<file path="src/hw/rtl/v3alu_pkg.sv">
// Shared types, constants and saturation helpers for the vector ALU.
`default_nettype none

package v3alu_pkg;

    localparam int W = 32;
    localparam int F = 16;
    localparam int N = W + F;

    typedef enum logic [2:0] {
        CMD_MAG   = 3'd0,
        CMD_NORM  = 3'd1,
        CMD_SCALE = 3'd2,
        CMD_DIV   = 3'd3,
        CMD_NEG   = 3'd4,
        CMD_ADD   = 3'd5,
        CMD_SUB   = 3'd6,
        CMD_EQ    = 3'd7
    } cmd_t;

    typedef struct packed {
        logic [2:0]          cmd;
        logic signed [W-1:0] a_x;
        logic signed [W-1:0] a_y;
        logic signed [W-1:0] a_z;
        logic signed [W-1:0] b_x;
        logic signed [W-1:0] b_y;
        logic signed [W-1:0] b_z;
        logic signed [W-1:0] scalar;
    } op_word_t;

    typedef struct packed {
        logic signed [W-1:0] r_x;
        logic signed [W-1:0] r_y;
        logic signed [W-1:0] r_z;
        logic [W-1:0]        magnitude;
        logic                equal;
        logic                fault;
    } res_word_t;

    typedef struct packed {
        cmd_t                cmd;
        logic [2:0]          neg_a;
        logic                neg_s;
        logic                eq;
        logic [2:0][W-1:0]   abs_a;
        logic [W-1:0]        abs_s;
        logic [2:0][W-1:0]   early_r;
    } side_t;

    typedef struct packed {
        side_t               side;
        logic [2*W-1:0]      rad;
        logic [W:0]          rem;
        logic [W-1:0]        root;
    } sqrt_t;

    typedef struct packed {
        side_t               side;
        logic [W-1:0]        mag;
        logic [W-1:0]        dvs;
        logic                fault;
        logic [2:0][N-1:0]   num;
        logic [2:0][N-1:0]   quo;
        logic [2:0][W-1:0]   rem;
    } div_t;

    function automatic logic [W-1:0] sat_add(logic [W:0] v);
        if (v[W] != v[W-1])
        begin
            return v[W] ? {1'b1, {(W-1){1'b0}}} : {1'b0, {(W-1){1'b1}}};
        end
        return v[W-1:0];
    endfunction

    function automatic logic [W-1:0] sat_mag(logic [2*W-1:0] q, logic neg);
        logic [2*W-1:0] lim;
        logic [W-1:0]   m;
        lim = {{W{1'b0}}, neg, {(W-1){~neg}}};
        m = (q > lim) ? lim[W-1:0] : q[W-1:0];
        return neg ? (~m + {{(W-1){1'b0}}, 1'b1}) : m;
    endfunction

endpackage

`default_nettype wire

</file>
<file path="src/hw/rtl/v3alu_div_cell.sv">
// One cell of the divider chain: settles one quotient bit in each of three lanes.
`default_nettype none

module v3alu_div_cell (
    input  wire logic             clk,
    input  wire logic             rst_n,
    input  wire logic             en,
    input  wire logic             in_valid,
    input  wire v3alu_pkg::div_t  in_data,
    output logic                  out_valid,
    output v3alu_pkg::div_t       out_data
);

    localparam int W = v3alu_pkg::W;
    localparam int N = v3alu_pkg::N;

    logic             valid_reg;
    v3alu_pkg::div_t  data_reg;
    v3alu_pkg::div_t  data_next;
    logic [W:0]       r2;
    logic [W:0]       dd;
    logic [W:0]       diff;

    always_comb
    begin
        data_next = in_data;
        dd = {1'b0, in_data.dvs};
        for (int i = 0; i < 3; i++)
        begin
            r2 = {in_data.rem[i], in_data.num[i][N-1]};
            diff = r2 - dd;
            data_next.num[i] = {in_data.num[i][N-2:0], 1'b0};
            if (r2 >= dd)
            begin
                data_next.rem[i] = diff[W-1:0];
                data_next.quo[i] = {in_data.quo[i][N-2:0], 1'b1};
            end
            else
            begin
                data_next.rem[i] = r2[W-1:0];
                data_next.quo[i] = {in_data.quo[i][N-2:0], 1'b0};
            end
        end
    end

    always_ff @(posedge clk or negedge rst_n)
    begin
        if (!rst_n)
        begin
            valid_reg <= 1'b0;
        end
        else if (en)
        begin
            valid_reg <= in_valid;
        end
    end

    always_ff @(posedge clk)
    begin
        if (en)
        begin
            data_reg <= data_next;
        end
    end

    assign out_valid = valid_reg;
    assign out_data = data_reg;

endmodule

`default_nettype wire

</file>
<file path="config.mk">
export PLATFORM = sky130hd
export DESIGN_NAME = v3alu_div_cell
export DESIGN_NICKNAME = d
export VERILOG_FILES = /design/src/hw/rtl/v3alu_pkg.sv /design/src/hw/rtl/v3alu_div_cell.sv
export SDC_FILE = /design/constraint.sdc
export NUM_CORES = 1
export LEC_CHECK = 0
export BUFFER_PORTS_ARGS = -buffer_cell sky130_fd_sc_hd__buf_2
export CAP_MARGIN = 25
export CORE_AREA = 8 8 521 523
export CTS_BUF_LIST = sky130_fd_sc_hd__clkbuf_2
export DETAILED_ROUTE_END_ITERATION = 8
export DIE_AREA = 0 0 529 531
export GPL_TIMING_DRIVEN = 0
export HOLD_SLACK_MARGIN = 0.1
export PLACE_DENSITY = 0.39
export SLEW_MARGIN = 10
export SYNTH_ARGS = -nofsm -noshare
export SYNTH_HDL_FRONTEND = slang
export SYNTH_SLANG_ARGS = --single-unit
</file>
<file path="constraint.sdc">
create_clock -name clk -period 0.9 [get_ports clk]
set_input_delay 0 -clock clk [delete_from_list [all_inputs] [get_ports clk]]
set_output_delay 0 -clock clk [all_outputs]
set_load 0.02 [all_outputs]
</file>
==> impl_results.md, run 1 <==
* Status: stopped before the end
* Fail Step: clock tree synthesis (4_1_cts)
* Stop err: [ERROR RSZ-0060] Max buffer count reached.
* DP HPWL at 185000 µm
* H-tree levels at 4
* Routability cong. at 0.884
* CTS Buf Count at 220
* Main flop type after synthesis: edfxtp_1
* Post-cts sizing count at 1450
* Die extent in x at 529 µm
* CTS Hold Buffers Added at 1411
* Top post-synthesis cells by count: edfxtp_1, ha_1, nand2_1, o21ai_0, a21oi_1
* FP Rows at 189
* Flops & latches, synth at 679
* Ys async rst share at 0.147%
* Number of I/O pins at 1367
* Post-synth cell types at 78
* Clock Sink Count at 679
* Post-synth EDFFs at 678
* Sequential element share of the synthesized area at 75.3%
* Worst slack at placement at -2950 ps
* Most common cell in the netlist: edfxtp_1
* Ys Warns at 0
* Initial Util at 10.3%
* Syn_area_per_cell at 16.4 µm²
* CTS Buffer Depth at 4
* Post-CTS Setup Bufs at 117
* Post-synth top area share at 75.2%
* Area leader, netlist: edfxtp_1
* Die Y-Extent at 531 µm
* Mapped Cells at 1646
* Clock Tree Root: clkbuf_2
* Top post-synthesis cells by area: edfxtp_1, ha_1, o21ai_0
* Synth Cell Area at 0.0271 mm²
* I/O Buffers at 1360
cells by family after synthesis:
family / synth area share (%)
flops: 75.3
compound gates: 8.16
simple gates: 5.25
buf+inv: 1.95
fa+ha+maj: 4.66
xor+xnor: 2.36
mux: 2.30
other cells: 0.0139
metrics by stage:
step	setup TNS, ps	hold slack (ps)	util [%]	area (µm²)	instances
3_5_place_dp	-773830	-224	14.8	39000	6548
3_3_place_gp	-8641050	-224	14.7	38800	6541
2_1_floorplan	-140670	-296	-	27600	1648
==> run 2, diff against run 1 <==
Settings changed: CORE_AREA 8 8 521 523 to 8 8 519 521, CTS_BUF_LIST sky130_fd_sc_hd__clkbuf_2 to not set, DIE_AREA 0 0 529 531 to 0 0 527 529, HOLD_SLACK_MARGIN 0.1 to not set, PLACE_DENSITY 0.39 to not set, PLACE_DENSITY_LB_ADDON set to 0.15.
==> impl_results.md, run 2 <==
* Largest family of logic cells by synthesized area: compound AO/OA/AOI/OAI gates
* Fin Hold WS at -542 ps
* Synth Area in Adders at 4.66% (unchanged)
* Drt pass-1 iters at 5
* Worst slack at placement at -3050 ps (-98.2 ps)
* Fmax at 450 MHz
* Mapped Cells at 1646 (unchanged)
* Post-synth cell types at 78 (unchanged)
* Ys async rst share at 0.147% (unchanged)
* First-pass GRT wire length at 280000 µm
* Layout cells sized above 1 at 46.7%
* Post-synthesis compound-gate area fraction at 8.15% (unchanged)
* Top post-synthesis cells by count: edfxtp_1, ha_1, nand2_1, o21ai_0, a21oi_1
* CTS tree: done
* Most common cell in the netlist: edfxtp_1
* Flops & latches, synth at 679 (unchanged)
* Initial DRC count at 1325
* Top post-synthesis cells by area: edfxtp_1, ha_1, o21ai_0
* I/O Buffers at 1360 (unchanged)
* Most frequent cells in the layout: dlygate4sd3_1, buf_2, edfxtp_1, buf_6, buf_4
* Commonest non-fill, non-tap cell in the layout: dlygate4sd3_1
* Final TNS setup at -799290 ps
* Wire per inst at 27.6 µm
* Sequential element share of the synthesized area at 75.3% (unchanged)
* Die Y-Extent at 529 µm (-0.38%)
* Die area at 0.279 mm²
* Final setup violation count at 1446
* Multiplexer area fraction after synthesis at 2.30% (unchanged)
* Final ANT Viol Nets at 0
* Hold crit path type: input port to flop
* Post-synth EDFFs at 678 (unchanged)
* Clock Skews at 0 ps
* WS Path Type: input port to flop
* CTS Buffer Depth at 3 (-1)
* Initial antenna violation count at 123
* Peak supply drop at 1.59 mV
* Failing checks: negative hold slack, negative setup slack
* Synth Cell Area at 0.0271 mm² (unchanged)
* Nets at 5210
* Final core utilization at 23.4%
* Clock Sink Count at 679 (unchanged)
* Total wire length at 221000 µm
* Tot Pwr at 0.108 W
* Clock Tree Root: clkbuf_16
* Routability cong. at 0.881 (-0.27%)
* PwrDens at 1770 mW/mm²
* Critical-path maximum fanout at 6
* Status: finished with violations
* Number of I/O pins at 1367 (unchanged)
* Post-synth top area share at 75.2% (unchanged)
* H-tree levels at 3 (-1)
* Largest register FFs at 678
* Crit path arrival time at 2700 ps
* Clk_lat worst skew at 720 ps
* Core Area at 0.261 mm²
* Setup WS post-layout at -1320 ps
* Vias in the first global route at 27800
* Synth Area in XOR/XNOR at 2.36% (unchanged)
* RSZ-0062 raised after global routing: yes
* Syn_area_per_cell at 16.4 µm² (unchanged)
* Max_cap viols at 0
* FP Rows at 188 (-0.53%)
* Ys Warns at 0 (unchanged)
* Simple-gate portion of the synthesized area at 5.25% (unchanged)
* Remaining Overflow, GRT at 0
* Number of vias after detailed routing at 27000
* Largest net degree at the start of global routing at 93
* Area delta synth->final at 125%
* CP required at 1380 ps
* Number of vias per cell at 3.38
* Total GRT Usage at 15.0%
* CTS clk-pin slew, worst paths at 60 ps
* DP HPWL at 173000 µm (-6.2%)
* CTS Buf Count at 97 (-56%)
* Main flop type after synthesis: edfxtp_1
* Worst Tran Pin Value at 557 ps
* Slew HR at 62.8%
* Final cycle utilization of the critical path at 247%
* DRC viols at 0
* LEAKAGE at 24.4 nW
* Final min period at 2220 ps
* Die extent in x at 527 µm (-0.38%)
* Max Slew Vio Count at 0
* Crit. End Element: flop
* Area leader, netlist: edfxtp_1
* Initial Util at 10.4% (+0.092 points)
* Final hold viol count at 57
* Setup crit start kind: input port
[run 2: what timing repair did]
item,4_1_cts,5_1_grt
endpoints found under the setup margin,1218,1376
gates resized for setup,1263,106
hold endpoints to repair,929,163
buffers inserted,140,52
cloned,26,9
hold buffers,1085,27
pin swaps,110,55
[run 2: kinds of logic (layout without fill, tap and decap cells)]
family,after synthesis,count (layout)
AND/OR/NAND/NOR,285,285
multiplexers,50,50
XOR/XNOR,73,73
buffers and inverters,119,2972
adder cells (fa/ha/maj),99,99
AO/OA/AOI/OAI,340,340
flip-flops,679,679
other,1,61
[run 2: report_power, final]
| group | internal (W) | switching, W |
|---|---|---|
| logic | 0.0139 | 0.0153 |
| registers | 0.0383 | 0.00134 |
| clock network | 0.0218 | 0.0172 |
| total | 0.0740 | 0.0338 |
[run 2: final timing paths]
check / from / to / slack, ps / cells past startpoint
setup / recovery: in_data[94] / out_data[76] / -1320 / 11
hold / removal: in_data[393] / out_data[393] / -540 / 1
setup reg to reg: out_valid / out_valid / 140 / 1
hold reg to reg: out_valid / out_valid / 530 / 1
max in group asynchronous: rst_n / out_valid / 140 / 4
min in group asynchronous: rst_n / out_valid / 660 / 4
[run 2: area by class of cell]
class | count | area [µm²]
fillers | 28000 | 200000
repair buffers | 2702 | 23800
flip-flops and latches | 679 | 20400
multi-input cells | 850 | 8420
well taps | 3420 | 4280
clock buffers | 117 | 2550
clock inverters | 57 | 574
inverters | 70 | 445
plain buffers | 26 | 409
diodes | 58 | 145
[run 2: worst max-delay path: stages]
cell	delay, ps
buf_2	100
dlygate4sd3_1	620
ha_4	280
a211o_1	290
a31oi_1	200
inv_1	110
a31oi_4	220
and2_4	270
clkinv_16	100
buf_12	150
mux2_4	340
[run 2: layer usage]
layer / wire length, µm / up-vias / part of all wire, % / GRT usage, %
li1: - / 12000 / - / -
met4: 5110 / 34 / 2.3 / 3.06
met1: 88900 / 13600 / 40 / 17.8
met5: 207 / - / 0.094 / 0
met3: 15900 / 276 / 7.2 / 4.61
met2: 110000 / 1078 / 50 / 26.6
[run 2: through the flow]
step,instances,area [µm²]
6_report,7979,61000
5_1_grt,7949,60900
4_1_cts,7843,59600
3_5_place_dp,6435,38900
3_3_place_gp,6428,38700
2_1_floorplan,1648,27600
No activity file was read; power rests on OpenSTA's default activity.
