$ cat config.mk
export PLATFORM = sky130hd
export DESIGN_NAME = v3alu_sqrt_cell
export DESIGN_NICKNAME = d
export VERILOG_FILES = /design/src/hw/rtl/v3alu_pkg.sv /design/src/hw/rtl/v3alu_sqrt_cell.sv
export SDC_FILE = /design/constraint.sdc
export NUM_CORES = 1
export LEC_CHECK = 0
export ABC_CLOCK_PERIOD_IN_PS = 900
export BUFFER_PORTS_ARGS = -buffer_cell sky130_fd_sc_hd__buf_4
export CAP_MARGIN = 20
export CORE_AREA = 2 2 285 287
export DETAILED_ROUTE_END_ITERATION = 6
export DIE_AREA = 0 0 287 289
export PLACE_DENSITY = 0.45
export SETUP_SLACK_MARGIN = 0.05
export SLEW_MARGIN = 25
export SYNTH_ARGS = -nofsm -noshare
export SYNTH_HDL_FRONTEND = slang
export SYNTH_SLANG_ARGS = --single-unit
$ cat constraint.sdc
create_clock -name clk -period 0.9 [get_ports clk]
set_input_delay 0.09 -clock clk [delete_from_list [all_inputs] [get_ports clk]]
set_output_delay 0.09 -clock clk [all_outputs]
set_load 0.05 [all_outputs]
$ cat src/hw/rtl/v3alu_pkg.sv
// Shared types, constants and saturation helpers for the vector ALU.
`default_nettype none

package v3alu_pkg;

    localparam int W = 32;
    localparam int F = 16;
    localparam int N = W + F;

    typedef enum logic [2:0] {
        CMD_MAG   = 3'd0,
        CMD_NORM  = 3'd1,
        CMD_SCALE = 3'd2,
        CMD_DIV   = 3'd3,
        CMD_NEG   = 3'd4,
        CMD_ADD   = 3'd5,
        CMD_SUB   = 3'd6,
        CMD_EQ    = 3'd7
    } cmd_t;

    typedef struct packed {
        logic [2:0]          cmd;
        logic signed [W-1:0] a_x;
        logic signed [W-1:0] a_y;
        logic signed [W-1:0] a_z;
        logic signed [W-1:0] b_x;
        logic signed [W-1:0] b_y;
        logic signed [W-1:0] b_z;
        logic signed [W-1:0] scalar;
    } op_word_t;

    typedef struct packed {
        logic signed [W-1:0] r_x;
        logic signed [W-1:0] r_y;
        logic signed [W-1:0] r_z;
        logic [W-1:0]        magnitude;
        logic                equal;
        logic                fault;
    } res_word_t;

    typedef struct packed {
        cmd_t                cmd;
        logic [2:0]          neg_a;
        logic                neg_s;
        logic                eq;
        logic [2:0][W-1:0]   abs_a;
        logic [W-1:0]        abs_s;
        logic [2:0][W-1:0]   early_r;
    } side_t;

    typedef struct packed {
        side_t               side;
        logic [2*W-1:0]      rad;
        logic [W:0]          rem;
        logic [W-1:0]        root;
    } sqrt_t;

    typedef struct packed {
        side_t               side;
        logic [W-1:0]        mag;
        logic [W-1:0]        dvs;
        logic                fault;
        logic [2:0][N-1:0]   num;
        logic [2:0][N-1:0]   quo;
        logic [2:0][W-1:0]   rem;
    } div_t;

    function automatic logic [W-1:0] sat_add(logic [W:0] v);
        if (v[W] != v[W-1])
        begin
            return v[W] ? {1'b1, {(W-1){1'b0}}} : {1'b0, {(W-1){1'b1}}};
        end
        return v[W-1:0];
    endfunction

    function automatic logic [W-1:0] sat_mag(logic [2*W-1:0] q, logic neg);
        logic [2*W-1:0] lim;
        logic [W-1:0]   m;
        lim = {{W{1'b0}}, neg, {(W-1){~neg}}};
        m = (q > lim) ? lim[W-1:0] : q[W-1:0];
        return neg ? (~m + {{(W-1){1'b0}}, 1'b1}) : m;
    endfunction

endpackage

`default_nettype wire

$ cat src/hw/rtl/v3alu_sqrt_cell.sv
// One cell of the square root chain: settles one bit of the root.
`default_nettype none

module v3alu_sqrt_cell (
    input  wire logic              clk,
    input  wire logic              rst_n,
    input  wire logic              en,
    input  wire logic              in_valid,
    input  wire v3alu_pkg::sqrt_t  in_data,
    output logic                   out_valid,
    output v3alu_pkg::sqrt_t       out_data
);

    localparam int W = v3alu_pkg::W;

    logic              valid_reg;
    v3alu_pkg::sqrt_t  data_reg;
    v3alu_pkg::sqrt_t  data_next;
    logic [W+2:0]      acc;
    logic [W+2:0]      trial;
    logic [W+2:0]      diff;

    always_comb
    begin
        acc = {in_data.rem, in_data.rad[2*W-1:2*W-2]};
        trial = {1'b0, in_data.root, 2'b01};
        diff = acc - trial;
        data_next.side = in_data.side;
        data_next.rad = {in_data.rad[2*W-3:0], 2'b00};
        if (acc >= trial)
        begin
            data_next.rem = diff[W:0];
            data_next.root = {in_data.root[W-2:0], 1'b1};
        end
        else
        begin
            data_next.rem = acc[W:0];
            data_next.root = {in_data.root[W-2:0], 1'b0};
        end
    end

    always_ff @(posedge clk or negedge rst_n)
    begin
        if (!rst_n)
        begin
            valid_reg <= 1'b0;
        end
        else if (en)
        begin
            valid_reg <= in_valid;
        end
    end

    always_ff @(posedge clk)
    begin
        if (en)
        begin
            data_reg <= data_next;
        end
    end

    assign out_valid = valid_reg;
    assign out_data = data_reg;

endmodule

`default_nettype wire

Word-level counts from Yosys, hierarchy flattened
Cells that the tools add are included.
- add/subtract/negate cells: 1
- $lt $le $gt $ge: 1
- muxes and demuxes: 1
- operators by type and width (cell ; number):
    2-to-1 mux 65 bit ; 1
    >= comparator 35 x 34 -> 1 bit ; 1
    subtractor 33 bit ; 1
- flip-flop bits (word level): 360
- bits of input ports: 365
- output and inout port bits: 362
- word-level logic and storage cells: 18

Depth between registers and ports, before layout
Gate-level depths: netlist of run 1.
- word-level depth: 2
- gate-level depth with buffers: 14
- gate-level depth less buffers: 11

Worst setup path before layout of run 1
No wires, ideal clock.
- kind: input port to flip-flop
- start point: input port in_data[5] (netlist bit)
- end point: register data_reg, in the netlist out_data[64], data pin
- library setup time: 0.261 ns
- arrival: 2.222 ns
- required time: 0.639 ns
- path slack: -1.583 ns
- cell stages on the path: 11
- buffers on the path: 0
- path through: inv_1 -> ha_1 -> a211oi_2 -> o21bai_1 -> a21o_1 -> a221o_1 -> a221o_1 -> a21o_1 -> a21oi_2 -> xor2_1 -> a21oi_1
- RTL lines (element ; line ; RTL):
    start: declaration ; v3alu_sqrt_cell.sv:9 ; input wire v3alu_pkg::sqrt_t in_data,
    end signal: assignment ; v3alu_sqrt_cell.sv:58 ; data_reg <= data_next;
    end: declaration ; v3alu_sqrt_cell.sv:17 ; v3alu_pkg::sqrt_t data_reg;

==> flow_summary_export.csv, run 1 <==
group,metric,value,unit
outcome,outcome,"complete, but fails checks",
outcome,violations,"negative setup slack",
sta,max_freq,503,MHz
synthesis,synth_cell_types,49,
floorplan,die_y,289,um
grt,grt_max_degree,26,
power,power_density,1910,mW/mm^2
synthesis,synth_area,0.0131,sq mm
critical_path,critical_path_peak_fanout,5,
critical_path,critPathTopFamily,"simple AND/OR/NAND/NOR gates",
critical_path,cp-start-kind,"primary input",
floorplan,die_w,287,um
detailed_routing,num_vias,11600,
floorplan,rows,104,
floorplan,die-area,0.0829,sq mm
critical_path,crit_path_end_kind,"flop",
cells_and_area,fin_cells,3123,
critical_path,crit_path_top_delay_cell,"a221o_1",
critical_path,crit_buf_inv,3,
floorplan,num_io_pins,727,
grt,gr-usage-met2,25.6,%
power,power_frac_seq,38.4,%
detailed_routing,dr.pass1.iters,5,
sta,period_share,221,%
sta,worst_slack,-1.09,ns
critical_path,cp.required,1.21,ns
power,power_switching,16.8,mW
synthesis,synth_edf_count,359,
clock_network,h-tree-depth,2,
grt,grt_pass1_vias,12400,
clock_network,cts_buffers,45,
detailed_routing,drc,0,
grt,grt.busiest_layer,"met2",
power,swShare,30.7,%
placed_design,dp.cells,2656,
critical_path,slowest_delay,0.36,ns
sta,setup_viol,395,
power,p_comb_share,27.7,%
power,clock_power_share,33.9,%
synthesis,synth_warnings,0,
sta,finalHoldViolations,0,
floorplan,start_util,16.4,%
detailed_routing,dr.first_iter.drc_count,414,
synthesis,synth-seq-cells,360,
clock_network,clock-sinks,360,
run,maxCapViolCount,0,
power,p_int,37.8,mW
clock_network,clk_pin_slew,0.06,ns
placed_design,port_buffers,724,
critical_path,cp_common_cell,"nor3_1",
power,p_leak,11.8,nW
detailed_routing,wl_per_cell,19.7,um
hold_path,hp-class,"in2reg",
grt,met3_usage,3.64,%
critical_path,worstPathArrival,2.30,ns
sta,grt_setup_unrepaired,"true",
clock_network,clockBufferDepth,3,
power,total_power,54.6,mW
grt,gr-total-overflow,0,
sta,clock_skew,0,ns
detailed_routing,drtAntennaViolNets,0,
clock_network,cts_tree,"built",
synthesis,synth_ff_type,"edfxtp_1",
grt,grt.total_usage,13.8,%
critical_path,worstSetupPathType,"in2reg",
floorplan,core_area,0.0799,sq mm
placed_design,dpl.hpwl,46500,um
cells_and_area,area_growth,119,%
synthesis,yosysSeqAreaShare,82.5,%
sta,layout_min_cycle_time,1.99,ns
synthesis,async_flop_share,0.278,%
cells_and_area,fin_nets,2420,
synthesis,synth_cells,722,
sta,whs,0.0650,ns
clock_network,cts_root_buffer,"clkbuf_16",
placed_design,post-place-ws,-1.80,ns
grt,grt.met1_usage,15.4,%
cells_and_area,drive_above_1_share,52.8,%
placed_design,gp_congestion,0.811,
sta,fin_setup_tns,-146.52,ns
grt,antenna_found_initial,8,
power,irDropWorstVdd,1.20,mV
sta,slew_violations,0,
critical_path,path_cells,"buf_6 -> inv_8 -> ha_4 -> and4_4 -> and3_4 -> nand2_2 -> a221o_1 -> buf_4 -> a21o_1 -> nor3_1 -> nor3_1 -> xnor2_1 -> mux2_4",
detailed_routing,wl,61400,um
synthesis,syn_avg_cell_area,18.1,sq um
clock_network,clk_latency,0.56,ns
detailed_routing,vias_per_cell,3.70,
grt,grt_pass1_wl,83800,um
## power groups by stage
stage	clock network, mW	registers [mW]	logic, mW
after CTS	19.1	21.0	15.0
final	18.5	21.0	15.1
after detailed placement	0	21.0	12.3
after global placement	0	21.0	12.3
after floorplan	0	25.9	1.60
after global routing	19.8	21.1	15.7
## cells in the final DEF, fill, tap and decap left out, drive strengths merged, types with 4 or more instances in the layout
cell type and n:
bufinv 6, dlygate4sd3 363, nand3 8, clkinvlp 4, edfxtp 359, nor3 5
inv 40, clkinv 21, nand4 6, nor2 42, a21oi 58, mux2 8
a21o 9, a31oi 5, a211oi 5, nand2b 4, xor2 9, o21ai 21
ha 34, xnor2 19, o21bai 6, clkbuf 53, nand2 28, buf 905
diode 5, o21a 8
## worst min-delay path: stages
cell and delay, ns:
buf_8 0.09, buf_12 0.16, buf_4 0.15
## worst paths after layout
check,endpoint,from,depth (start not counted),slack (ns)
worst max-delay path,out_data[61],in_data[6],13,-1.09
worst min-delay path,out_data[337],en,3,0.06
worst max register to register,out_valid,out_valid,1,0.13
worst min register to register,out_valid,out_valid,1,0.53
max in group asynchronous,out_valid,rst_n,3,0.40
min in group asynchronous,out_valid,rst_n,3,0.38
## stage by stage
| step | utilization (%) | instance area (sq um) |
|---|---|---|
| global route | 35.9 | 28600 |
| CTS | 35.5 | 28400 |
| finish | 35.9 | 28700 |
| global placement | 26.7 | 21400 |
| floorplan | - | 13300 |
| detailed placement | 26.7 | 21400 |
## cells in the mapped netlist (2+ instances only)
cell,n,area [sq um]
o21a_1,8,60.1
nand2b_1,4,25.0
nand3_1,8,40.0
a211oi_2,2,25.0
xor2_1,9,78.8
buf_4,4,30.0
xnor2_1,19,166
o21ai_0,20,100
a31oi_1,5,31.3
a21o_1,9,67.6
nand4_1,6,37.5
o21bai_1,6,45.0
nand2_1,28,105
a211oi_1,3,22.5
o211ai_1,2,15.0
a221oi_1,2,17.5
a221o_1,3,30.0
inv_1,39,146
ha_1,34,425
buf_2,8,40.0
nor3_1,5,25.0
a41oi_1,2,17.5
nor2_1,42,158
o31ai_1,2,15.0
mux2_2,8,90.1
a21oi_2,2,17.5
and3_1,3,18.8
edfxtp_1,359,10800
a21oi_1,56,280
clkbuf_1,5,18.8
## logic make-up (layout without fill, tap and decap cells)
kind of cell | after synthesis | after routing | synth area share, %
simple gates | 103 | 103 | 3.50
compound gates | 131 | 131 | 6.31
mux | 8 | 8 | 0.688
buf+inv | 57 | 1392 | 1.88
xor+xnor | 28 | 28 | 1.87
flops | 360 | 360 | 82.5
other cells | 1 | 7 | 0.0286
fa+ha+maj | 34 | 34 | 3.25
## area by class of cell
class / count / area (sq um)
clock inverter: 32 / 340
sequential: 360 / 10800
tap: 1060 / 1330
clock buffer: 52 / 1170
timing repair buffer: 1269 / 12100
inverter: 39 / 176
antenna: 5 / 12.5
multi-input combinational: 306 / 2680
fill: 7704 / 51200
## state kept, by name (all words and copies together), names as in the netlist
register	cells
out_data	359
out_valid	1
## routing by layer
| metal | part of all wire [%] | vias to the layer above |
|---|---|---|
| li1 | - | 5376 |
| met1 | 38 | 5687 |
| met2 | 53 | 443 |
| met3 | 6.8 | 59 |
| met4 | 2.4 | 4 |
| met5 | 0.039 | - |
## timing repair
action,4_1_cts,5_1_grt
gates resized for setup,445,56
hold endpoints to repair,361,2
setup buffers,11,3
setup endpoints to repair,394,395
gates cloned,2,1
pin swaps,27,21
hold buffers,363,1
Note: power is estimated with default switching activity, not from simulation.
==> run 2, diff against run 1 <==
--- a/config.mk
+++ b/config.mk
@@ -13,6 +13,7 @@
 export DIE_AREA = 0 0 287 289
 export PLACE_DENSITY = 0.45
 export SETUP_SLACK_MARGIN = 0.05
+export SKIP_CTS_REPAIR_TIMING = 1
 export SLEW_MARGIN = 25
 export SYNTH_ARGS = -nofsm -noshare
 export SYNTH_HDL_FRONTEND = slang
==> run 2 against run 1 <==
Via count fell by 0.58%. Sequential power barely moved. The flow still finishes with violations (negative setup slack). Core utilization fell by 0.59 points. Critical endpoint unchanged. Cell count fell by 0.38%.
==> flow_summary_export.csv, run 2 (synthesis gave the netlist of run 1 again) <==
group,metric,value,unit
sta,setup_viol,395,
sta,clock_skew,0,ns
outcome,outcome,"complete, but fails checks",
grt,grt_pass1_wl,74900,um
hold_path,min_from,"in_data[55]",
critical_path,critical_path_peak_fanout,4,
critical_path,crit_path_end,"out_data[61]",
outcome,violations,"negative setup slack",
clock_network,cts_tree,"built",
placed_design,post-place-ws,-1.80,ns
placed_design,gp_congestion,0.811,
detailed_routing,dr.pass1.iters,5,
sta,whs,0.00258,ns
sta,worst_slack,-1.16,ns
detailed_routing,num_vias,11500,
cells_and_area,layout_common_cells,"511 x buf_4, 368 x buf_6, 360 x dlygate4sd3_1",
cells_and_area,fin_nets,2407,
critical_path,worstSetupPathType,"in2reg",
sta,max_freq,485,MHz
placed_design,port_buffers,724,
placed_design,placed_cell_area,0.0214,sq mm
critical_path,cp-start-kind,"primary input",
cells_and_area,area_growth,115,%
grt,gr-total-overflow,0,
detailed_routing,wl_per_cell,19.6,um
clock_network,cts_buffers,45,
detailed_routing,vias_per_cell,3.70,
cells_and_area,largest_reg_flops,359,
cells_and_area,multi_input_area,0.00245,sq mm
placed_design,dpl.hpwl,46500,um
cells_and_area,fillers,7718,
cells_and_area,fin_cells,3111,
power,irDropWorstVdd,1.10,mV
grt,grt.total_usage,12.6,%
sta,period_share,229,%
grt,antenna_found_initial,7,
floorplan,die_w,287,um
detailed_routing,dr.first_iter.drc_count,419,
sta,slew_violations,0,
sta,grt_setup_unrepaired,"true",
power,total_power,54.2,mW
critical_path,cp.required,1.21,ns
cells_and_area,final_common_cell,"buf_4",
sta,finalHoldViolations,0,
critical_path,reg2reg_from,"out_valid",
grt,grt_max_degree,26,
grt,grt_pass1_vias,10300,
detailed_routing,drc,0,
critical_path,crit_path_end_kind,"flop",
power,p_leak,11.7,nW
cells_and_area,final_area,0.0282,sq mm
run,maxCapViolCount,0,
sta,layout_min_cycle_time,2.06,ns
floorplan,num_io_pins,727,
floorplan,die-area,0.0829,sq mm
clock_network,clk_pin_slew,0.06,ns
placed_design,dp.cells,2656,
critical_path,reg2reg_slack,0.13,ns
detailed_routing,drtAntennaViolNets,0,
floorplan,core_area,0.0799,sq mm
cells_and_area,utilization,35.3,%
clock_network,cts_root_buffer,"clkbuf_16",
clock_network,clock-sinks,360,
cells_and_area,drive_above_1_share,50.9,%
floorplan,rows,104,
critical_path,reg2regPathDepth,1,
cells_and_area,seq_area,0.0108,sq mm
hold_path,hp-class,"in2reg",
clock_network,clk_latency,0.56,ns
floorplan,start_util,16.4,%
clock_network,h-tree-depth,2,
clock_network,clockBufferDepth,3,
critical_path,worstPathArrival,2.37,ns
critical_path,critical_path.startpoint,"in_data[5]",
power,power_density,1920,mW/mm^2
detailed_routing,wl,60800,um
floorplan,die_y,289,um
critical_path,timing.rr.end,"out_valid",
sta,fin_setup_tns,-150.10,ns
## run 2: cell type report
cell class,instances,area share (%)
Inverter,39,0.564
Clock inverter,32,1.21
Clock buffer,52,4.16
Sequential cell,360,38.3
Tap cell,1060,4.71
Antenna cell,6,0.0533
Multi-Input combinational cell,306,8.71
Timing Repair Buffer,1256,42.3
## run 2: critical path, stage by stage
cell and delay, ns:
buf_4 0.09, inv_2 0.03, ha_4 0.28, and4_4 0.25, and3_4 0.20, nand2_2 0.05, a221o_1 0.36, buf_4 0.16
a21o_1 0.20, nor3_1 0.18, nor3_1 0.08, xnor2_1 0.13, mux2_4 0.26
## run 2: report_power, final
part | leakage, nW | internal [mW] | switching [mW]
registers | 3.53 | 20.2 | 0.791
clock network | 0.729 | 11.1 | 7.41
logic | 7.46 | 6.30 | 8.43
total | 11.7 | 37.6 | 16.6
## run 2: metal layers
metal  wire length (um)  part of all wire [%]  global-route usage, %  up-vias
met5                  0                     0                      0        -
met4               1520                   2.5                   2.96        0
met3               4100                   6.7                   4.04       67
met2              32000                    53                   23.3      439
met1              23200                    38                   13.9     5642
li1                   -                     -                      -     5354
## run 2: worst min-delay path by stage
stage               slack, ns  depth (start not counted)            to
floorplan               -0.21                          0     out_valid
global placement        -0.13                          1     out_valid
detailed placement      -0.13                          1     out_valid
CTS                     -0.76                          1     out_valid
global route             0.02                          4  out_data[57]
finish                  0.003                          4  out_data[57]
